===== src/hdl/olad_pkg.sv =====
package olad_pkg;

   localparam int LIST_DEPTH = 16;
   localparam int IDX_W      = $clog2(LIST_DEPTH);
   localparam int CNT_W      = $clog2(LIST_DEPTH + 1);
   localparam int VALUE_W    = 32;
   localparam int STATUS_W   = 2;
   localparam int ENTRY_CNT_W = 5;

   typedef enum logic [0:0] {
      KIND_APPEND = 1'b0,
      KIND_DELETE = 1'b1
   } kind_type;

   typedef enum logic [STATUS_W-1:0] {
      ST_APPENDED  = 2'd0,
      ST_FULL      = 2'd1,
      ST_DELETED   = 2'd2,
      ST_NOT_FOUND = 2'd3
   } status_type;

   typedef struct packed {
      kind_type                   kind;
      logic signed [VALUE_W-1:0]  value;
   } req_type;

   typedef struct packed {
      status_type                 status;
      logic [ENTRY_CNT_W-1:0]     entry_count;
   } rsp_type;

   // controller to datapath
   typedef struct packed {
      logic       capture;
      logic       commit;
      status_type outcome;
   } cmd_type;

   // datapath to controller
   typedef struct packed {
      kind_type kind;
      logic     found;
      logic     full;
   } dp_status_type;

endpackage


===== src/hdl/olad_datapath.sv =====
module olad_datapath
   import olad_pkg::*;
(
   input  logic          clock,
   input  logic          reset,
   input  req_type       req_data,
   input  cmd_type       cmd,
   output dp_status_type dp_status,
   output rsp_type       rsp_data
);

   logic signed [VALUE_W-1:0] cells_ff [LIST_DEPTH];
   logic signed [VALUE_W-1:0] cells_in [LIST_DEPTH];
   logic [CNT_W-1:0]          count_ff;
   logic [CNT_W-1:0]          count_in;
   logic signed [VALUE_W-1:0] value_ff;
   kind_type                  kind_ff;
   logic [LIST_DEPTH-1:0]     match_ff;
   logic [LIST_DEPTH-1:0]     match_in;
   logic [LIST_DEPTH-1:0]     first_hit;
   logic [LIST_DEPTH-1:0]     shift_mask;
   rsp_type                   rsp_ff;

   // every occupied cell compares against the incoming value
   always_comb begin
      for (int i = 0; i < LIST_DEPTH; i++) begin
         match_in[i] = (CNT_W'(i) < count_ff) && (cells_ff[i] == req_data.value);
      end
   end

   // lowest set match bit, then every cell at or above it
   assign first_hit  = match_ff & ~(match_ff - 1'b1);
   assign shift_mask = ~(first_hit - 1'b1);

   always_comb begin
      for (int i = 0; i < LIST_DEPTH; i++) begin
         cells_in[i] = cells_ff[i];
      end
      count_in = count_ff;
      if (cmd.commit) begin
         case (cmd.outcome)
            ST_APPENDED: begin
               for (int i = 0; i < LIST_DEPTH; i++) begin
                  if (CNT_W'(i) == count_ff) begin
                     cells_in[i] = value_ff;
                  end
               end
               count_in = count_ff + 1'b1;
            end
            ST_DELETED: begin
               for (int i = 0; i < LIST_DEPTH - 1; i++) begin
                  if (shift_mask[i]) begin
                     cells_in[i] = cells_ff[i+1];
                  end
               end
               count_in = count_ff - 1'b1;
            end
            default: begin
               count_in = count_ff;
            end
         endcase
      end
   end

   always_ff @(posedge clock) begin
      if (reset) begin
         count_ff <= '0;
      end else begin
         count_ff <= count_in;
      end
   end

   always_ff @(posedge clock) begin
      for (int i = 0; i < LIST_DEPTH; i++) begin
         cells_ff[i] <= cells_in[i];
      end
      if (cmd.capture) begin
         value_ff <= req_data.value;
         kind_ff  <= req_data.kind;
         match_ff <= match_in;
      end
      if (cmd.commit) begin
         rsp_ff.status      <= cmd.outcome;
         rsp_ff.entry_count <= ENTRY_CNT_W'(count_in);
      end
   end

   assign dp_status.kind  = kind_ff;
   assign dp_status.found = |match_ff;
   assign dp_status.full  = (count_ff == CNT_W'(LIST_DEPTH));
   assign rsp_data        = rsp_ff;

   a_count_bound: assert property (@(posedge clock) disable iff (reset)
      count_ff <= CNT_W'(LIST_DEPTH))
      else $error("entry count above list depth");

   a_append_grows: assert property (@(posedge clock) disable iff (reset)
      cmd.commit && cmd.outcome == ST_APPENDED |=> count_ff == $past(count_ff) + 1'b1)
      else $error("append did not grow the list by one");

   a_delete_shrinks: assert property (@(posedge clock) disable iff (reset)
      cmd.commit && cmd.outcome == ST_DELETED |=> count_ff == $past(count_ff) - 1'b1)
      else $error("delete did not shrink the list by one");

   a_idle_holds: assert property (@(posedge clock) disable iff (reset)
      !cmd.commit |=> $stable(count_ff))
      else $error("entry count moved without a commit");

endmodule


===== src/hdl/olad_ctrl.sv =====
module olad_ctrl
   import olad_pkg::*;
(
   input  logic          clock,
   input  logic          reset,
   input  logic          start,
   input  dp_status_type dp_status,
   output cmd_type       cmd,
   output logic          busy,
   output logic          rsp_valid
);

   typedef enum logic [0:0] {
      S_IDLE,
      S_EXEC
   } state_type;

   state_type state_ff;
   state_type state_in;
   logic      rsp_valid_ff;

   always_comb begin
      cmd.capture = (state_ff == S_IDLE) && start;
      cmd.commit  = (state_ff == S_EXEC);
      if (dp_status.kind == KIND_APPEND) begin
         cmd.outcome = dp_status.full ? ST_FULL : ST_APPENDED;
      end else begin
         cmd.outcome = dp_status.found ? ST_DELETED : ST_NOT_FOUND;
      end
      case (state_ff)
         S_IDLE:  state_in = start ? S_EXEC : S_IDLE;
         S_EXEC:  state_in = S_IDLE;
         default: state_in = S_IDLE;
      endcase
   end

   always_ff @(posedge clock) begin
      if (reset) begin
         state_ff     <= S_IDLE;
         rsp_valid_ff <= 1'b0;
      end else begin
         state_ff     <= state_in;
         rsp_valid_ff <= cmd.commit;
      end
   end

   assign busy      = (state_ff == S_EXEC);
   assign rsp_valid = rsp_valid_ff;

   a_capture_then_exec: assert property (@(posedge clock) disable iff (reset)
      cmd.capture |=> state_ff == S_EXEC && !cmd.capture)
      else $error("accepted transaction did not move to execute");

   a_one_rsp_per_commit: assert property (@(posedge clock) disable iff (reset)
      rsp_valid |-> $past(cmd.commit) && !cmd.commit)
      else $error("response strobe without a preceding commit");

endmodule


===== src/hdl/ordered_list_append_delete_top.sv =====
// channel   ports                        direction  handshake
// request   start, busy, req_data        in         taken when start && !busy
// response  rsp_valid, rsp_data          out        one-cycle strobe, no stall
//
// in each transaction the accept edge compares the value against
// all occupied cells in parallel, the next edge commits the append or the
// one-step shift and launches the response, so busy is high for one cycle.
// a new transaction can start only once busy is low; the controller sets that.
// reset clears the entry count and the controller; cells are never read until written.
// the receiver cannot stall, so rsp_valid is high for exactly one cycle.
module ordered_list_append_delete_top
   import olad_pkg::*;
(
   input  logic    clock,
   input  logic    reset,
   input  logic    start,
   output logic    busy,
   input  req_type req_data,
   output logic    rsp_valid,
   output rsp_type rsp_data
);

   cmd_type       cmd;
   dp_status_type dp_status;

   olad_ctrl u_ctrl (
      .clock     (clock),
      .reset     (reset),
      .start     (start),
      .dp_status (dp_status),
      .cmd       (cmd),
      .busy      (busy),
      .rsp_valid (rsp_valid)
   );

   olad_datapath u_datapath (
      .clock     (clock),
      .reset     (reset),
      .req_data  (req_data),
      .cmd       (cmd),
      .dp_status (dp_status),
      .rsp_data  (rsp_data)
   );

endmodule


===== config.mk =====
export PLATFORM = sky130hd
export DESIGN_NAME = ordered_list_append_delete_top
export DESIGN_NICKNAME = d
export VERILOG_FILES = /design/src/hdl/olad_pkg.sv /design/src/hdl/olad_datapath.sv /design/src/hdl/olad_ctrl.sv /design/src/hdl/ordered_list_append_delete_top.sv
export SDC_FILE = /design/constraint.sdc
export NUM_CORES = 1
export LEC_CHECK = 0
export BUFFER_PORTS_ARGS = -buffer_cell sky130_fd_sc_hd__buf_2
export CAP_MARGIN = 10
export CORE_ASPECT_RATIO = 1.2
export CORE_MARGIN = 1
export CORE_UTILIZATION = 57
export DETAILED_ROUTE_END_ITERATION = 7
export PLACE_DENSITY = 0.76
export RECOVER_POWER = 100
export SLEW_MARGIN = 30
export SYNTH_ARGS = -nofsm -noshare
export SYNTH_HDL_FRONTEND = slang
export SYNTH_HIERARCHICAL = 1
export SYNTH_SLANG_ARGS = --single-unit
export TNS_END_PERCENT = 20

===== constraint.sdc =====
create_clock -name clock -period 5.1 [get_ports clock]
set_input_delay 0.51 -clock clock [delete_from_list [all_inputs] [get_ports clock]]
set_output_delay 0.51 -clock clock [all_outputs]
set_load 0.05 [all_outputs]

-- After elaboration in Yosys (flattened, before gate mapping)
Memories as Yosys holds them, arrays and structs flattened.
Cells that the tools add are included.
- multiplexer cells: 41
- bitwise gates (word level): 4
- $add $sub $neg: 4
- reductions and logical operators: 20
- $lt $le $gt $ge: 16
- eq/ne operators: 33
- operators by type and width (kind ; number):
    $mux 32 ; 32
    $pmux 480 s2 ; 1
    $eq 32x32->1 ; 16
    $mux 512 ; 1
    $eq 4x5->1 const A ; 8
    $lt 4x5->1 const A ; 8
    $not 15->15 ; 2
    $sub 15x1->15 const B ; 2
    $eq 3x5->1 const A ; 4
    $lt 3x5->1 const A ; 4
    $logic_and 1x1->1 ; 17
    $reduce_or 16->1 ; 1
    $and 15x15->15 ; 1
    $eq 2x5->1 const A ; 2
    $lt 1x5->1 const A ; 2
    $lt 2x5->1 const A ; 2
    $pmux 5 s2 ; 1
    $add 5x1->5 const B ; 1
    $eq 1x5->1 const A ; 1
    $eq 5x5->1 const B ; 1
    $logic_not 5->1 ; 1
    $mux 5 ; 1
    $sub 5x1->5 const B ; 1
    $mux 1 ; 3
    other kinds (5) ; 5
- memory bits (writable): 512
- output and inout port bits: 9
- register bits after elaboration: 63
- bits of input ports: 36
- logic and storage cells: 127
- memories kept: 1
- memories (name ; depth ; width ; rd ports ; clocked after Yosys merged registers in ; write ports ; RTL line ; RTL):
    u_datapath.cells_ff ; 16 ; 32 ; 16 ; 0 ; 16 ; olad_datapath.sv:12 ; logic signed [VALUE_W-1:0] cells_ff [LIST_DEPTH];

-- Longest topological paths before layout
- depth after elaboration: 8
- mapped depth: 12
- gate-level depth less buffers: 9

-- By module
Netlist, hierarchy kept.
- modules (own cells, without submodules) (module ; area each (um^2) ; cells an instance ; sequential area each (um^2) ; times used):
    olad_datapath ; 28040.6 ; 2060 ; 17156.5 ; 1
    olad_ctrl ; 102.6 ; 9 ; 40.0 ; 1

-- Worst setup path after synthesis
Ideal clock, no wire load.
- path kind: register -> register
- start: register u_datapath/match_ff[7] (netlist name)
- end: memory u_datapath.cells_ff[12][0], in the netlist u_datapath/cells_ff[1][128] (enable)
- cell stages (with the launch flop): 10
- data required time: 4.630 ns
- setup slack: -0.049 ns
- data arrival time: 4.678 ns
- path buffers: 1
- setup time: 0.470 ns
- clock period less this slack: 5.149 ns
- cells stage by stage: edfxtp_1 -> or3_4 -> or3_4 -> or4b_1 -> mux2i_1 -> nor2b_1 -> clkbuf_1 -> nand3_1 -> nor2_1 -> a211oi_1
- RTL lines (element ; RTL line):
    to (decl) ; olad_datapath.sv:12

==> metrics list <==
- The checks that failed: max-capacitance violations, max-slew violations.
* Most used standard cells in the synthesized netlist: sky130_fd_sc_hd__edfxtp_1, sky130_fd_sc_hd__a21o_1, sky130_fd_sc_hd__xor2_1
- Gr usage total: 0.328
- Kind of path behind the tightest hold check: primary input to flip-flop
* Maximum count of clock buffers along a single path: 3
* Peak fanout along the critical path: 32
- At the pin with the least slew margin, the transition time is 3.04 ns.
- With fillers left out, the area of the finished cells amounts to about 31000 sq um.
* Finished Core Util: 0.632
* Wire length of the first global-routing pass: 118000 microns
- By area the synthesized netlist is led by sky130_fd_sc_hd__edfxtp_1, sky130_fd_sc_hd__xor2_1, sky130_fd_sc_hd__a21o_1.
- Area of combinational cells with multiple inputs: just over 10000 sq um
- After filler insertion, the fill cell instance count of the layout stands at around 3600.
- Clk Tree Root Cell: sky130_fd_sc_hd__clkbuf_16
- Pre-antenna DRT Iters: 6
- For the final database, setup skew stands at 0.0156 ns.
- In this run the worst setup path begins at u_datapath/match_ff[7].
- The count of nets left with antenna violations once routing finished came out at 0.
- Startpoint of the most critical hold path: req_data[32]
- Power per Cell Area: around 360 nW/um^2
- Maximum clock frequency: 0.230 GHz
- Routed wire per std cell: a little under 30 microns
- Final hold violation count: 0
* Max-slew headroom: -1.02
* Placed instance area: 29100 sq um
- The number of global-route vias before repair is 18100.
- Average instance area after synthesis: approximately 14 sq um
- Yosys mapped the design onto 38 distinct sky130hd cell types.
- The clock reaches the later pin of the worst-skew pair after about 0.62 ns.
- After synthesis the netlist holds a flip-flop and latch count of around 580.
* Share of the synthesized area in the top cell type: 0.606
- Gr ovfl total: 0
- Setup violations remaining at the end of the flow were counted as 0.
- The worst setup path is launched from a flip-flop.
- CP Data Arrival Time: 4.57 ns
- Category of the worst setup path capture point: flip-flop
- Via count of the routed design: 17700
- Number of primary I/O pins: 45
- Portion of the clock cycle consumed by the worst path in the final layout: 0.854
* Nets: approximately 2100
- Post-route DRC violation count: 0
- X dimension of the die: between 200 and 250 microns
- Wires add up to slightly above 80000 microns.
* Number of max-slew violations in the final report: 285
- CTS tree: yes
* Final weighted congestion in routability-driven placement: around 0.98
- Clock tree synthesis inserted a total of 57 buffers.
* Clock-pin slew of the registers on the worst-case setup and hold paths: approximately 0.06 ns
- Share of flip-flops with an asynchronous set or reset after synthesis: 0
* Final worst path period need: roughly 4.4 ns
* Fraction of layout instances using a drive strength above 1: 0.0583
* Number of port buffers: 44
- The cell count after synthesis came out at 2069.
- Critical register-to-register path startpoint: u_datapath/match_ff[7]
- Most instantiated flip-flop cell in the synthesis netlist: sky130_fd_sc_hd__edfxtp_1
- Synth-to-Final Area Change: 8.75%
- Dividing the detail-routed via count by the number of cells gives 6.42.
- The run finished, with violations left.
* Net count after synthesis: 2110
* Warnings from Yosys: 6
- Die Footprint: 50300 sq um
* EDFF count, synth: roughly 570
- Critical path required time: 5.31 ns
- Vertical die dimension: about 250 microns
- Accumulated negative setup slack: 0 ns
* Post-synthesis cell type with the largest combined area: sky130_fd_sc_hd__edfxtp_1
* Number of H-tree levels: 2
- Once the clock tree was built, the setup fixing pass inserted 0 buffers.
- Entering global routing, the biggest net connects 181 pins.
- Summing all flip-flop and latch instances after layout gives roughly 17000 sq um.
* Floorplan Core Area: 48400 sq um
- For this block, the initial DRC count from the detailed router was around 1900.
- Number of antenna violations at the first check in global routing: 4
* Class of the most critical setup path: flip-flop to flip-flop
- Starting utilization of the core area: 0.581
* Number of violations of the max-capacitance limit: 12
- Standard-cell row count: between 80 and 90
* Worst VDD drop: roughly 0.34 mV
- Overall power consumption after layout is estimated at 10900 uW.
- For this run, the register share of the synthesized area comes to 0.611.
* RSZ-0062 raised after global routing: false
* Most used standard cell by instance count after synthesis: sky130_fd_sc_hd__edfxtp_1
- After legalization and detailed placement, the total HPWL measured around 60000 microns.
- TritonCTS sink count: 575
* Static leakage: 0.0126 uW
- Hold repair after CTS inserted 0 buffers.
* Cell Area, Synth: 28100 sq um
- Gates resized during post-CTS repair numbered 0.
[flip-flops by register name (all words and copies together) (netlist names)]
register and count:
u_ctrl/busy 1, u_datapath/rsp_data 7, u_datapath/match_ff 16, u_datapath/cells_ff 512, u_datapath/value_ff 32, u_datapath/kind_ff 1
u_datapath/count_ff 5, u_ctrl/rsp_valid 1
[power by group]
part	switching [uW]	total, uW	internal (uW)
Combinational	780	1190	406
Clock	1780	4140	2350
Sequential	115	5550	5430
[cells in the final DEF (no fill, tap or decap), types with 19 or more instances in the layout]
cell type	synthesis	layout
sky130_fd_sc_hd__a21o_1	480	480
sky130_fd_sc_hd__buf_4	9	19
sky130_fd_sc_hd__clkbuf_1	43	93
sky130_fd_sc_hd__clkbuf_16	0	59
sky130_fd_sc_hd__edfxtp_1	568	568
sky130_fd_sc_hd__nand3_1	23	23
sky130_fd_sc_hd__nand4_1	33	33
sky130_fd_sc_hd__nor2b_1	41	41
sky130_fd_sc_hd__nor3_1	28	26
sky130_fd_sc_hd__nor4_1	114	114
sky130_fd_sc_hd__xnor2_1	60	60
sky130_fd_sc_hd__xor2_1	455	455
[critical path, cell delays in order (launching register included)]
cell	delay (ns)
sky130_fd_sc_hd__edfxtp_1	0.39
sky130_fd_sc_hd__or3_1	0.41
sky130_fd_sc_hd__or3_1	0.36
sky130_fd_sc_hd__or4b_1	0.49
sky130_fd_sc_hd__mux2i_1	0.29
sky130_fd_sc_hd__nor2b_1	0.17
sky130_fd_sc_hd__nand3_1	0.23
sky130_fd_sc_hd__nor3_1	0.09
sky130_fd_sc_hd__nor3_1	0.19
sky130_fd_sc_hd__clkbuf_1	1.30
[cell type report]
class,instances,share of cell area
flip-flops and latches,575,0.562
multi-input cells,1321,0.332
clock buffers,72,0.0498
well taps,630,0.0258
repair buffers,120,0.0205
clock inverters,31,0.00891
inverters,7,0.000859
diodes,3,0.000245
[metal layers]
metal	GRT usage	wire length (microns)	up-vias
li1	-	-	7637
met1	0.385	28800	8977
met2	0.552	40400	873
met3	0.0379	4930	218
met4	0.244	6810	0
met5	0	0	-
[stage by stage]
| stage | worst slack [ns] | instances | hold WS [ns] |
|---|---|---|---|
| after floorplan | 0.0186 | 2069 | 0.418 |
| after global routing | 0.583 | 2758 | 0.0544 |
| after global placement | 1.56 | 2649 | 0.421 |
| after CTS | 1.33 | 2754 | 0.0480 |
| final | 0.745 | 2759 | 0.0716 |
| after detailed placement | 1.37 | 2651 | 0.428 |
[cells by family after synthesis]
| family | after synthesis | share of synthesized area |
|---|---|---|
| xor+xnor | 515 | 0.160 |
| simple gates | 277 | 0.0586 |
| compound gates | 522 | 0.137 |
| mux | 2 | 0.000711 |
| buf+inv | 173 | 0.0298 |
| fa+ha+maj | 5 | 0.00222 |
| flops | 575 | 0.611 |
[final timing paths]
path	slack, ns	endpoint	depth (start not counted)
min	0.07	u_datapath/kind_ff	1
max reg2reg	0.75	u_datapath/cells_ff[1][60]	9
max	0.75	u_datapath/cells_ff[1][60]	9
min reg2reg	0.44	u_datapath/cells_ff[1][253]	0
(Power assumes the default switching activity.)
